<file path="src/hdl/srpc_pkg.sv">
// Shared types, codes and constants for the session run/pause controller.
// No dependencies; imported by session_run_pause_controller_top and tb_top.
`default_nettype none

package srpc_pkg;

	localparam int unsigned VALUE_MAX        = 1000;
	localparam int unsigned PRESSURE_DEFAULT = 250;
	localparam int unsigned MODE_MAX         = 4;

	localparam int unsigned CFG_ADDR_W = 5;
	localparam int unsigned CFG_DATA_W = 32;

	// Register indexes of the configuration port (byte address = 4 * index)
	localparam logic [2:0] REG_TEMP_COMP   = 3'd0;
	localparam logic [2:0] REG_BOOT_MODE   = 3'd1;
	localparam logic [2:0] REG_BOOT_TEMP   = 3'd2;
	localparam logic [2:0] REG_SLOT0_PRESS = 3'd3;
	localparam logic [2:0] REG_SLOT1_PRESS = 3'd4;
	localparam logic [2:0] REG_CYCLE_TICKS = 3'd5;
	localparam logic [2:0] REG_SAVE_DELAY  = 3'd6;

	// Register reset values
	localparam logic [9:0]  RST_TEMP_COMP   = 10'd0;
	localparam logic [7:0]  RST_BOOT_MODE   = 8'd1;
	localparam logic [9:0]  RST_BOOT_TEMP   = 10'd400;
	localparam logic [9:0]  RST_SLOT_PRESS  = 10'd250;
	localparam logic [15:0] RST_CYCLE_TICKS = 16'd60000;
	localparam logic [15:0] RST_SAVE_DELAY  = 16'd3000;

	typedef enum logic [3:0] {
		OP_INIT   = 4'd0,
		OP_TICK   = 4'd1,
		OP_MODE   = 4'd2,
		OP_TEMP   = 4'd3,
		OP_PRESS  = 4'd4,
		OP_LEFT   = 4'd5,
		OP_RIGHT  = 4'd6,
		OP_CYCLES = 4'd7,
		OP_START  = 4'd8,
		OP_STOP   = 4'd9,
		OP_PAUSE  = 4'd10,
		OP_READ   = 4'd11,
		OP_SAVE   = 4'd12,
		OP_FAULT  = 4'd13
	} op_t;

	typedef enum logic [2:0] {
		CMD_NONE   = 3'd0,
		CMD_START  = 3'd1,
		CMD_STOP   = 3'd2,
		CMD_PAUSE  = 3'd3,
		CMD_RESUME = 3'd4,
		CMD_UPDATE = 3'd5
	} cmd_t;

	typedef enum logic [1:0] {
		PH_IDLE  = 2'd0,
		PH_READY = 2'd1,
		PH_RUN   = 2'd2,
		PH_ALARM = 2'd3
	} phase_t;

	typedef struct packed {
		cmd_t        command;
		logic        running;
		logic [2:0]  mode;
		logic [9:0]  temperature;
		logic [9:0]  pressure;
		logic [1:0]  enables;
		logic [15:0] cycles;
		logic        save;
		logic        broadcast;
		logic        done;
		phase_t      phase;
		logic        treating;
	} result_t;

	// Saturate a tenths value to the 0..1000 range
	function automatic logic [9:0] clamp_value(input logic [15:0] v);
		logic [9:0] r;
		if (v > 16'(VALUE_MAX)) begin
			r = 10'(VALUE_MAX);
		end else begin
			r = v[9:0];
		end
		return r;
	endfunction

endpackage

`default_nettype wire

</file>
<file path="src/hdl/session_run_pause_controller_top.sv">
// Top level of the session run/pause controller: event register, single-pass
// event logic, result register and APB-style configuration registers. Uses srpc_pkg.
`default_nettype none

// Session run/pause controller. Each request on the event channel (operation,
// value) is one host command, safety fault or time tick, and yields exactly one
// result: the control command it caused with the packed settings, the save,
// broadcast and session-done flags, the application phase and the treatment
// flag. The block takes one request every clock cycle while the result side is
// not stalled and returns results in order; a request is registered in the
// event register at acceptance and its result in the result register. The rate
// is set by the single-pass event logic, whose longest path is the 16x16 multiply
// of cycle ticks by session cycles feeding the session deadline add. A stalled result
// holds in the result register while one further request waits in the event
// register. Configuration registers sit at byte addresses 4*index and are to be
// written only while the controller is idle.
module session_run_pause_controller_top (
	input  wire logic        clk,
	input  wire logic        arst_n,
	// event channel
	input  wire logic        evt_valid,
	output logic             evt_stall,
	input  wire logic [3:0]  operation,
	input  wire logic [15:0] value,
	// result channel
	output logic             res_valid,
	input  wire logic        res_stall,
	output logic [2:0]       ctrl_command,
	output logic             ctrl_running,
	output logic [2:0]       ctrl_mode,
	output logic [9:0]       ctrl_temperature,
	output logic [9:0]       ctrl_pressure,
	output logic [1:0]       ctrl_enables,
	output logic [15:0]      ctrl_cycles,
	output logic             save_request,
	output logic             broadcast_request,
	output logic             session_done,
	output logic [1:0]       app_status,
	output logic             treatment_on,
	// configuration port
	input  wire logic        psel,
	input  wire logic        penable,
	input  wire logic        pwrite,
	input  wire logic [srpc_pkg::CFG_ADDR_W-1:0] paddr,
	input  wire logic [srpc_pkg::CFG_DATA_W-1:0] pwdata,
	output logic [srpc_pkg::CFG_DATA_W-1:0]      prdata,
	output logic             pready
);
	import srpc_pkg::*;

	// ---------------------------------------------------------------- config
	logic [9:0]  temp_comp_q;
	logic [7:0]  boot_mode_q;
	logic [9:0]  boot_temp_q;
	logic [9:0]  slot0_init_q;
	logic [9:0]  slot1_init_q;
	logic [15:0] cycle_ticks_q;
	logic [15:0] save_delay_q;
	logic        cfg_wr;
	logic [2:0]  cfg_idx;

	assign pready  = 1'b1;
	assign cfg_wr  = psel && penable && pwrite && pready;
	assign cfg_idx = paddr[CFG_ADDR_W-1:2];

	always_ff @(posedge clk or negedge arst_n) begin
		if (!arst_n) begin
			temp_comp_q   <= RST_TEMP_COMP;
			boot_mode_q   <= RST_BOOT_MODE;
			boot_temp_q   <= RST_BOOT_TEMP;
			slot0_init_q  <= RST_SLOT_PRESS;
			slot1_init_q  <= RST_SLOT_PRESS;
			cycle_ticks_q <= RST_CYCLE_TICKS;
			save_delay_q  <= RST_SAVE_DELAY;
		end else if (cfg_wr) begin
			// addresses beyond the register list are dropped
			unique case (cfg_idx)
				REG_TEMP_COMP:   temp_comp_q   <= pwdata[9:0];
				REG_BOOT_MODE:   boot_mode_q   <= pwdata[7:0];
				REG_BOOT_TEMP:   boot_temp_q   <= pwdata[9:0];
				REG_SLOT0_PRESS: slot0_init_q  <= pwdata[9:0];
				REG_SLOT1_PRESS: slot1_init_q  <= pwdata[9:0];
				REG_CYCLE_TICKS: cycle_ticks_q <= pwdata[15:0];
				REG_SAVE_DELAY:  save_delay_q  <= pwdata[15:0];
				default:         ;
			endcase
		end
	end

	always_comb begin
		unique case (cfg_idx)
			REG_TEMP_COMP:   prdata = CFG_DATA_W'(temp_comp_q);
			REG_BOOT_MODE:   prdata = CFG_DATA_W'(boot_mode_q);
			REG_BOOT_TEMP:   prdata = CFG_DATA_W'(boot_temp_q);
			REG_SLOT0_PRESS: prdata = CFG_DATA_W'(slot0_init_q);
			REG_SLOT1_PRESS: prdata = CFG_DATA_W'(slot1_init_q);
			REG_CYCLE_TICKS: prdata = CFG_DATA_W'(cycle_ticks_q);
			REG_SAVE_DELAY:  prdata = CFG_DATA_W'(save_delay_q);
			default:         prdata = '0;
		endcase
	end

	// ---------------------------------------------------------------- handshake
	logic        evt_valid_s1;
	op_t         op_s1;
	logic [15:0] value_s1;
	logic        res_valid_s2;
	result_t     res_s2;
	logic        advance;

	// The event register moves on whenever the result register is empty or
	// being taken; otherwise hold the request and stall the sender.
	assign advance   = evt_valid_s1 && (!res_valid_s2 || !res_stall);
	assign evt_stall = evt_valid_s1 && !advance;

	always_ff @(posedge clk or negedge arst_n) begin
		if (!arst_n) begin
			evt_valid_s1 <= 1'b0;
		end else if (evt_valid && !evt_stall) begin
			evt_valid_s1 <= 1'b1;
		end else if (advance) begin
			evt_valid_s1 <= 1'b0;
		end
	end

	always_ff @(posedge clk) begin
		if (evt_valid && !evt_stall) begin
			op_s1    <= op_t'(operation);
			value_s1 <= value;
		end
	end

	// ---------------------------------------------------------------- state
	logic [31:0] now_q;
	logic [2:0]  mode_q;
	logic [9:0]  temp_q;
	logic [9:0]  press_q;
	logic [9:0]  slot0_q;
	logic [9:0]  slot1_q;
	logic [15:0] cycles_q;
	logic        req_run_q, req_pause_q, req_left_q, req_right_q;
	logic        active_q, paused_q, timer_q;
	logic [31:0] end_q;
	logic [31:0] rem_q;
	logic [31:0] save_dl_q;
	logic        save_pend_q;
	phase_t      phase_q;
	logic        treat_q;

	// next-state values
	logic [31:0] n_now;
	logic [2:0]  n_mode;
	logic [9:0]  n_temp;
	logic [9:0]  n_press;
	logic [9:0]  n_slot0;
	logic [9:0]  n_slot1;
	logic [15:0] n_cycles;
	logic        n_run, n_pause, n_left, n_right;
	logic        n_active, n_paused, n_timer;
	logic [31:0] n_end;
	logic [31:0] n_rem;
	logic [31:0] n_save_dl;
	logic        n_save_pend;
	phase_t      n_phase;
	logic        n_treat;

	// result bits
	cmd_t        r_cmd;
	logic        r_running;
	logic        r_posted;
	logic        r_save;
	logic        r_bcast;
	logic        r_done;
	logic        do_update;

	// Session length product: an arm uses the new cycle count on a cycles
	// request and the stored count otherwise.
	logic [15:0] arm_count;
	logic [31:0] arm_prod;
	assign arm_count = (op_s1 == OP_CYCLES) ? ((value_s1 == '0) ? 16'd1 : value_s1)
	                                        : cycles_q;
	assign arm_prod  = 32'(cycle_ticks_q) * 32'(arm_count);

	logic [31:0] now_inc;
	logic [31:0] save_dl_new;
	logic        save_due;
	logic        session_due;
	logic [9:0]  press_clamped;
	logic [2:0]  mode_from_value;
	logic [2:0]  mode_from_boot;
	logic [9:0]  slot_pick_value;
	logic [9:0]  slot_pick_boot;
	logic [9:0]  slot0_boot;
	logic [9:0]  slot1_boot;
	logic        run_cond;

	assign now_inc     = now_q + 32'd1;
	assign save_dl_new = now_q + 32'(save_delay_q);
	// deadline reached when (now - deadline) is not negative
	assign save_due    = save_pend_q && !((now_inc - save_dl_q) >> 31 != 32'd0);
	assign session_due = active_q && !paused_q && timer_q && !((now_inc - end_q) >> 31 != 32'd0);

	assign press_clamped   = clamp_value(value_s1);
	assign mode_from_value = (value_s1 == '0) ? 3'd1 :
	                         (value_s1 > 16'(MODE_MAX)) ? 3'(MODE_MAX) : value_s1[2:0];
	assign mode_from_boot  = (boot_mode_q >= 8'd1 && boot_mode_q <= 8'(MODE_MAX))
	                         ? boot_mode_q[2:0] : 3'd1;
	assign slot_pick_value = (mode_from_value <= 3'd1) ? slot0_q : slot1_q;
	assign slot0_boot      = clamp_value(16'(slot0_init_q));
	assign slot1_boot      = clamp_value(16'(slot1_init_q));
	assign slot_pick_boot  = (mode_from_boot <= 3'd1) ? slot0_boot : slot1_boot;

	always_comb begin
		n_now       = now_q;
		n_mode      = mode_q;
		n_temp      = temp_q;
		n_press     = press_q;
		n_slot0     = slot0_q;
		n_slot1     = slot1_q;
		n_cycles    = cycles_q;
		n_run       = req_run_q;
		n_pause     = req_pause_q;
		n_left      = req_left_q;
		n_right     = req_right_q;
		n_active    = active_q;
		n_paused    = paused_q;
		n_timer     = timer_q;
		n_end       = end_q;
		n_rem       = rem_q;
		n_save_dl   = save_dl_q;
		n_save_pend = save_pend_q;
		n_phase     = phase_q;
		n_treat     = treat_q;
		r_cmd       = CMD_NONE;
		r_running   = 1'b0;
		r_posted    = 1'b0;
		r_save      = 1'b0;
		r_bcast     = 1'b0;
		r_done      = 1'b0;
		do_update   = 1'b0;
		run_cond    = 1'b0;

		// request-specific work ahead of the run/pause update
		unique case (op_s1)
			OP_INIT: begin
				n_slot0     = slot0_boot;
				n_slot1     = slot1_boot;
				n_mode      = mode_from_boot;
				n_press     = (slot_pick_boot != '0) ? slot_pick_boot : 10'(PRESSURE_DEFAULT);
				n_temp      = clamp_value(16'(boot_temp_q));
				n_run       = 1'b0;
				n_pause     = 1'b0;
				n_left      = 1'b0;
				n_right     = 1'b0;
				n_active    = 1'b0;
				n_paused    = 1'b0;
				n_timer     = 1'b0;
				n_rem       = '0;
				n_save_pend = 1'b0;
				n_save_dl   = '0;
				n_phase     = PH_IDLE;
				r_posted    = 1'b1;
			end
			OP_TICK: begin
				n_now = now_inc;
				if (save_due) begin
					r_save      = 1'b1;
					n_save_pend = 1'b0;
					n_save_dl   = '0;
				end
				if (session_due) begin
					n_run     = 1'b0;
					n_pause   = 1'b0;
					n_timer   = 1'b0;
					n_rem     = '0;
					do_update = 1'b1;
					r_done    = 1'b1;
				end
			end
			OP_MODE: begin
				n_mode    = mode_from_value;
				n_press   = (slot_pick_value != '0) ? slot_pick_value : 10'(PRESSURE_DEFAULT);
				do_update = 1'b1;
			end
			OP_TEMP: begin
				n_temp      = press_clamped;
				n_save_dl   = save_dl_new;
				n_save_pend = 1'b1;
				do_update   = 1'b1;
			end
			OP_PRESS: begin
				n_press = press_clamped;
				if (mode_q <= 3'd1) begin
					n_slot0 = press_clamped;
				end else begin
					n_slot1 = press_clamped;
				end
				n_save_dl   = save_dl_new;
				n_save_pend = 1'b1;
				do_update   = 1'b1;
			end
			OP_LEFT: begin
				n_left    = (value_s1 != '0);
				do_update = 1'b1;
			end
			OP_RIGHT: begin
				n_right   = (value_s1 != '0);
				do_update = 1'b1;
			end
			OP_CYCLES: begin
				n_cycles = arm_count;
				if (active_q) begin
					n_end     = now_q + arm_prod;
					n_timer   = 1'b1;
					do_update = 1'b1;
				end
			end
			OP_START: begin
				if (!req_left_q && !req_right_q) begin
					n_left  = 1'b1;
					n_right = 1'b1;
				end
				n_pause   = 1'b0;
				n_run     = 1'b1;
				do_update = 1'b1;
			end
			OP_STOP: begin
				n_run     = 1'b0;
				n_pause   = 1'b0;
				do_update = 1'b1;
			end
			OP_PAUSE: begin
				if (value_s1 == '0) begin
					if (req_run_q && !req_pause_q) begin
						n_pause = 1'b1;
						// freeze the countdown
						if (timer_q && (end_q > now_q)) begin
							n_rem = end_q - now_q;
						end else begin
							n_rem = '0;
						end
						n_timer   = 1'b0;
						do_update = 1'b1;
					end
				end else if (req_run_q && req_pause_q) begin
					n_pause   = 1'b0;
					do_update = 1'b1;
				end
			end
			OP_READ:  r_bcast = 1'b1;
			OP_SAVE:  r_save  = 1'b1;
			OP_FAULT: begin
				if (value_s1 != '0) begin
					n_run     = 1'b0;
					n_pause   = 1'b0;
					n_left    = 1'b0;
					n_right   = 1'b0;
					do_update = 1'b1;
				end
			end
			default: ;
		endcase

		// run/pause update
		if (do_update) begin
			run_cond = n_run && (n_left || n_right);
			if (run_cond) begin
				if (n_pause) begin
					n_treat = 1'b0;
					n_phase = PH_READY;
					if (n_active && !n_paused) begin
						n_paused  = 1'b1;
						r_cmd     = CMD_PAUSE;
						r_running = 1'b1;
						r_posted  = 1'b1;
					end
				end else begin
					n_treat   = 1'b1;
					n_phase   = PH_RUN;
					r_running = 1'b1;
					r_posted  = 1'b1;
					if (!n_active) begin
						n_active = 1'b1;
						n_paused = 1'b0;
						r_cmd    = CMD_START;
						if (!n_timer) begin
							n_timer = 1'b1;
							n_end   = (n_rem != '0) ? n_now + n_rem : n_now + arm_prod;
						end
					end else if (n_paused) begin
						n_paused = 1'b0;
						r_cmd    = CMD_RESUME;
						if (!n_timer && (n_rem != '0)) begin
							n_timer = 1'b1;
							n_end   = n_now + n_rem;
						end
					end else begin
						r_cmd = CMD_UPDATE;
						if (!n_timer) begin
							n_timer = 1'b1;
							n_end   = n_now + arm_prod;
						end
					end
				end
			end else begin
				n_treat = 1'b0;
				if (n_active || n_paused) begin
					n_active  = 1'b0;
					n_paused  = 1'b0;
					r_cmd     = CMD_STOP;
					r_running = 1'b0;
					r_posted  = 1'b1;
				end
				n_phase = PH_READY;
				n_timer = 1'b0;
				n_rem   = '0;
			end
			// a fault leaves the alarm phase over whatever the update chose
			if (op_s1 == OP_FAULT) begin
				n_phase = PH_ALARM;
			end
		end
	end

	// Settings shown with the result: those in force when a command went out
	// (or after init), otherwise the settings held before the request.
	result_t     res_next;
	logic [9:0]  src_temp;
	always_comb begin
		src_temp             = r_posted ? n_temp : temp_q;
		res_next.command     = r_cmd;
		res_next.running     = r_running;
		res_next.mode        = r_posted ? n_mode : mode_q;
		res_next.temperature = (src_temp > temp_comp_q) ? src_temp - temp_comp_q : '0;
		res_next.pressure    = r_posted ? n_press : press_q;
		res_next.enables     = r_posted ? {n_right, n_left} : {req_right_q, req_left_q};
		res_next.cycles      = r_posted ? n_cycles : cycles_q;
		res_next.save        = r_save;
		res_next.broadcast   = r_bcast;
		res_next.done        = r_done;
		res_next.phase       = n_phase;
		res_next.treating    = n_treat;
	end

	// commit state as the request leaves the event register
	always_ff @(posedge clk or negedge arst_n) begin
		if (!arst_n) begin
			now_q       <= '0;
			mode_q      <= 3'd1;
			temp_q      <= '0;
			press_q     <= 10'(PRESSURE_DEFAULT);
			slot0_q     <= 10'(PRESSURE_DEFAULT);
			slot1_q     <= 10'(PRESSURE_DEFAULT);
			cycles_q    <= 16'd1;
			req_run_q   <= 1'b0;
			req_pause_q <= 1'b0;
			req_left_q  <= 1'b0;
			req_right_q <= 1'b0;
			active_q    <= 1'b0;
			paused_q    <= 1'b0;
			timer_q     <= 1'b0;
			end_q       <= '0;
			rem_q       <= '0;
			save_dl_q   <= '0;
			save_pend_q <= 1'b0;
			phase_q     <= PH_IDLE;
			treat_q     <= 1'b0;
		end else if (advance) begin
			now_q       <= n_now;
			mode_q      <= n_mode;
			temp_q      <= n_temp;
			press_q     <= n_press;
			slot0_q     <= n_slot0;
			slot1_q     <= n_slot1;
			cycles_q    <= n_cycles;
			req_run_q   <= n_run;
			req_pause_q <= n_pause;
			req_left_q  <= n_left;
			req_right_q <= n_right;
			active_q    <= n_active;
			paused_q    <= n_paused;
			timer_q     <= n_timer;
			end_q       <= n_end;
			rem_q       <= n_rem;
			save_dl_q   <= n_save_dl;
			save_pend_q <= n_save_pend;
			phase_q     <= n_phase;
			treat_q     <= n_treat;
		end
	end

	// ---------------------------------------------------------------- result
	always_ff @(posedge clk or negedge arst_n) begin
		if (!arst_n) begin
			res_valid_s2 <= 1'b0;
		end else if (advance) begin
			res_valid_s2 <= 1'b1;
		end else if (!res_stall) begin
			res_valid_s2 <= 1'b0;
		end
	end

	always_ff @(posedge clk) begin
		if (advance) begin
			res_s2 <= res_next;
		end
	end

	assign res_valid         = res_valid_s2;
	assign ctrl_command      = res_s2.command;
	assign ctrl_running      = res_s2.running;
	assign ctrl_mode         = res_s2.mode;
	assign ctrl_temperature  = res_s2.temperature;
	assign ctrl_pressure     = res_s2.pressure;
	assign ctrl_enables      = res_s2.enables;
	assign ctrl_cycles       = res_s2.cycles;
	assign save_request      = res_s2.save;
	assign broadcast_request = res_s2.broadcast;
	assign session_done      = res_s2.done;
	assign app_status        = res_s2.phase;
	assign treatment_on      = res_s2.treating;

`ifndef SYNTHESIS
	a_stall_only_when_full: assert property (@(posedge clk) disable iff (!arst_n)
		evt_stall |-> (evt_valid_s1 && res_valid_s2 && res_stall))
		else $error("event stalled while result path free");

	a_paused_needs_active: assert property (@(posedge clk) disable iff (!arst_n)
		paused_q |-> active_q)
		else $error("control paused without being active");

	a_cycles_nonzero: assert property (@(posedge clk) disable iff (!arst_n)
		cycles_q != '0)
		else $error("session cycle count reached zero");

	a_tick_advances: assert property (@(posedge clk) disable iff (!arst_n)
		(advance && (op_s1 == OP_TICK)) |=> (now_q == $past(now_q) + 32'd1))
		else $error("tick did not advance time");
`endif

endmodule

`default_nettype wire

</file>
<file path="config.mk">
export PLATFORM = sky130hd
export DESIGN_NAME = session_run_pause_controller_top
export DESIGN_NICKNAME = d
export VERILOG_FILES = /design/src/hdl/srpc_pkg.sv /design/src/hdl/session_run_pause_controller_top.sv
export SDC_FILE = /design/constraint.sdc
export NUM_CORES = 2
export LEC_CHECK = 0
export BUFFER_PORTS_ARGS = -buffer_cell sky130_fd_sc_hd__buf_2
export CAP_MARGIN = 25
export CORE_MARGIN = 8
export CORE_UTILIZATION = 40
export CTS_CLUSTER_SIZE = 25
export DETAILED_ROUTE_END_ITERATION = 6
export PLACE_DENSITY = 0.66
export SLEW_MARGIN = 20
export SYNTH_ARGS = -nofsm -noshare
export SYNTH_HDL_FRONTEND = slang
export SYNTH_SLANG_ARGS = --single-unit
export TNS_END_PERCENT = 20
</file>
<file path="constraint.sdc">
create_clock -name clk -period 13.69 [get_ports clk]
set_input_delay 2.738 -clock clk [delete_from_list [all_inputs] [get_ports clk]]
set_output_delay 2.738 -clock clk [all_outputs]
set_load 0.02 [all_outputs]
</file>
==> flow_summary.toml <==
[clocking]
cts_root_buf = "clkbuf_16"
h-tree-depth = 2
post_cts_resized = 0
clk_pin_slew_ns = 0.07
cts_tree = "yes"
clk_latency_ns = 0.62
cts_buffer_depth = 3
ctsHoldBuffers = 0
cts_buffers = 45
post_cts.repair.setup_buffers = 0
cts_sinks = 351

[timing]
hold_viol = 0
hold_ws_ns = 0.467
skew_ns = 0.0461
drv_slew = 0
setup-violations-final = 0
period_needed_ns = 11.68
slew_headroom = 0.196
rsz0062_at_grt = "no"
period_share = 0.853
fin_setup_tns_ns = 0
worst_slew_pin_slew_ns = 1.21
max_clock_freq_mhz = 85.6

[setup_path]
path_class = "reg -> reg"
crit_buf_inv = 1
crit_family = "compound AO/OA/AOI/OAI gates"
crit_start = "now_q[0]$_DFFE_PN0P_"
timing.rr.start = "now_q[0]$_DFFE_PN0P_"
crit_required_ns = 14.24
cp-start-kind = "flop"
cp_max_fo = 33
critPathArrivalTime_ns = 12.23
slowest_delay_ns = 0.79
crit_slowest_cell = "nor4_1"
setup.worst_path.end_class = "flop"
crit_path_frequent_cell = "nand3_1"

[logic_synthesis]
synthMuxAreaShare = 0.0461
synth_flop_cell = "dfrtp_1"
yosys.area.top_type = "dfrtp_1"
synth_edf_count = 71
synth_compound_area_frac = 0.179
async_flop_share = 0.798
synth_seq_cells = 351
yosysTopAreaCellShare = 0.160
ys_seq_area_frac = 0.256
syn-mean-instance-area_um2 = 8.66
synth_area_mm2 = 0.0360
ys_warn_count = 0
syn_inst = 4153
synthDistinctLibCells = 101
synth_common_cells = "543 x nand2_1, 392 x inv_1, 319 x ha_1, 254 x a21oi_1, 251 x nor2_1"
synthXorXnorAreaFrac = 0.0654
yosysMostFrequentCell = "nand2_1"
synthAdderAreaFrac = 0.222
ys_top_cells_by_area = "dfrtp_1 16%, fa_1 11%, ha_1 11%, edfxtp_1 5.9%, nand2_1 5.7%"
yosys.area_share.simple = 0.166
synth_top_family_by_area = "adder cells"

[placed_design]
io_buffers = 114
place_congestion = 0.949
dp_hpwl_um = 88200

[flow_run]
maxCapViolCount = 0

[final_layout]
syn2layout_area_growth_pct = 9.15
seq_area_mm2 = 0.00920
filler_cell_count = 8785
layout-drive-gt1-share = 0.105
multi_input_area_mm2 = 0.0245
finalNetCount = 4765

[routing]
avgViaCountPerCell = 5.71
routed_wl_um = 113000
antenna_left = 0
avgRoutedWirePerCell_um = 20.9
via_count = 30800
firstDrtPassIters = 6
route.detailed.drc = 0
drt_iter0_markers = 2800

[global_route]
grt_pass1_wl_um = 176000
grt_pass1_vias = 30100
antenna_found_initial = 2
grt_overflow = 0
grt_max_degree = 159
grt_usage = 0.223

[power_and_ir_drop]
p_int_uw = 4450
ir_worst_vdd_mv = 0.266
combinationalPowerShare = 0.675
power_switching_share = 0.490
clkPwrFrac = 0.144
seq_power_share = 0.181
power_switching_uw = 4280
p_leak_uw = 0.0179
power.density_mw_per_mm2 = 222

[min_path]
hold_start = "cycles_q[0]$_DFFE_PN1P_"
min_path_type = "reg -> reg"

[die]
die_x_um = 316
ios = 150
die_area_mm2 = 0.0998
row_count = 110
initial_utilization = 0.401
coreArea_mm2 = 0.0896
chipHeight_um = 316

[status]
status = "complete, no violations"
## placed cells by master, fill, tap and decap left out, types with 68 or more instances in the layout
cell and n:
nand3_1 81, nor2_1 251, buf_2 113, mux2_2 90, nor2b_1 68, edfxtp_1 71, a21o_1 95, xnor2_1 209
and2_1 92, fa_1 200, dfrtp_1 230, ha_1 319, o21ai_0 216, a21oi_1 254, nand2_1 542, inv_1 392
## stage by stage
step	util	instance area, um2	worst slack, ns	power, uW	instances
floorplan	-	36000	3.69	5930	4168
global placement	0.420	37700	2.58	7300	5308
detailed placement	0.420	37700	2.42	7390	5309
CTS	0.438	39200	2.34	8700	5393
global route	0.438	39200	1.45	9480	5395
finish	0.438	39300	2.01	8730	5398
## power by group through the flow
stage          clock (uW)  sequential (uW)  combinational, uW
2_1_floorplan           0             1510               4420
3_3_place_gp            0             1590               5700
3_5_place_dp            0             1600               5790
4_1_cts              1270             1580               5850
5_1_grt              1310             1610               6560
6_report             1250             1580               5890
## registers in the layout, indices dropped and copies added, names as in the netlist, 16 cells and up
| signal | count |
|---|---|
| rem_q | 32 |
| value_s1 | 16 |
| save_delay_q | 16 |
| save_dl_q | 32 |
| end_q | 32 |
| cycles_q | 16 |
| cycle_ticks_q | 16 |
| now_q | 32 |
| ctrl_cycles | 16 |
## cell type report
class | instances | share of cell area
antenna | 3 | 0.000191
tap | 1176 | 0.0375
multi-input combinational | 3222 | 0.625
sequential | 351 | 0.234
clock inverter | 25 | 0.00787
inverter | 396 | 0.0379
timing repair buffer | 166 | 0.0252
clock buffer | 59 | 0.0318
## tightest hold or removal path, cell delays in order, from the launching register on
cell and delay (ns):
dfstp_2 0.37, nand2_1 0.05, nand2_1 0.05
## cell families after synthesis
family | after synthesis
adders and majority gates | 519
and+or+nand+nor | 1288
xor gates and xnor gates | 267
DFF | 351
muxes | 146
buffers and inverters | 595
AOI/OAI and AO/OA | 985
other | 2
## per-layer routing
metal | track usage | vias up | wire length (um)
met5 | 0 | - | 0
met4 | 0.0848 | 0 | 5130
met3 | 0.0339 | 240 | 7360
met2 | 0.370 | 1105 | 52100
met1 | 0.292 | 15100 | 48100
li1 | - | 14400 | -
## worst paths after layout
path / to / slack [ns] / cells after the start
setup / recovery: end_q[28]$_DFFE_PN0P_ / 2.01 / 35
hold / removal: cycles_q[0]$_DFFE_PN1P_ / 0.47 / 2
setup reg to reg: end_q[28]$_DFFE_PN0P_ / 2.01 / 35
hold reg to reg: cycles_q[0]$_DFFE_PN1P_ / 0.47 / 2
max in group asynchronous: cycle_ticks_q[10]$_DFFE_PN0P_ / 10.19 / 2
min in group asynchronous: end_q[31]$_DFFE_PN0P_ / 2.10 / 1
(Power assumes the default switching activity.)
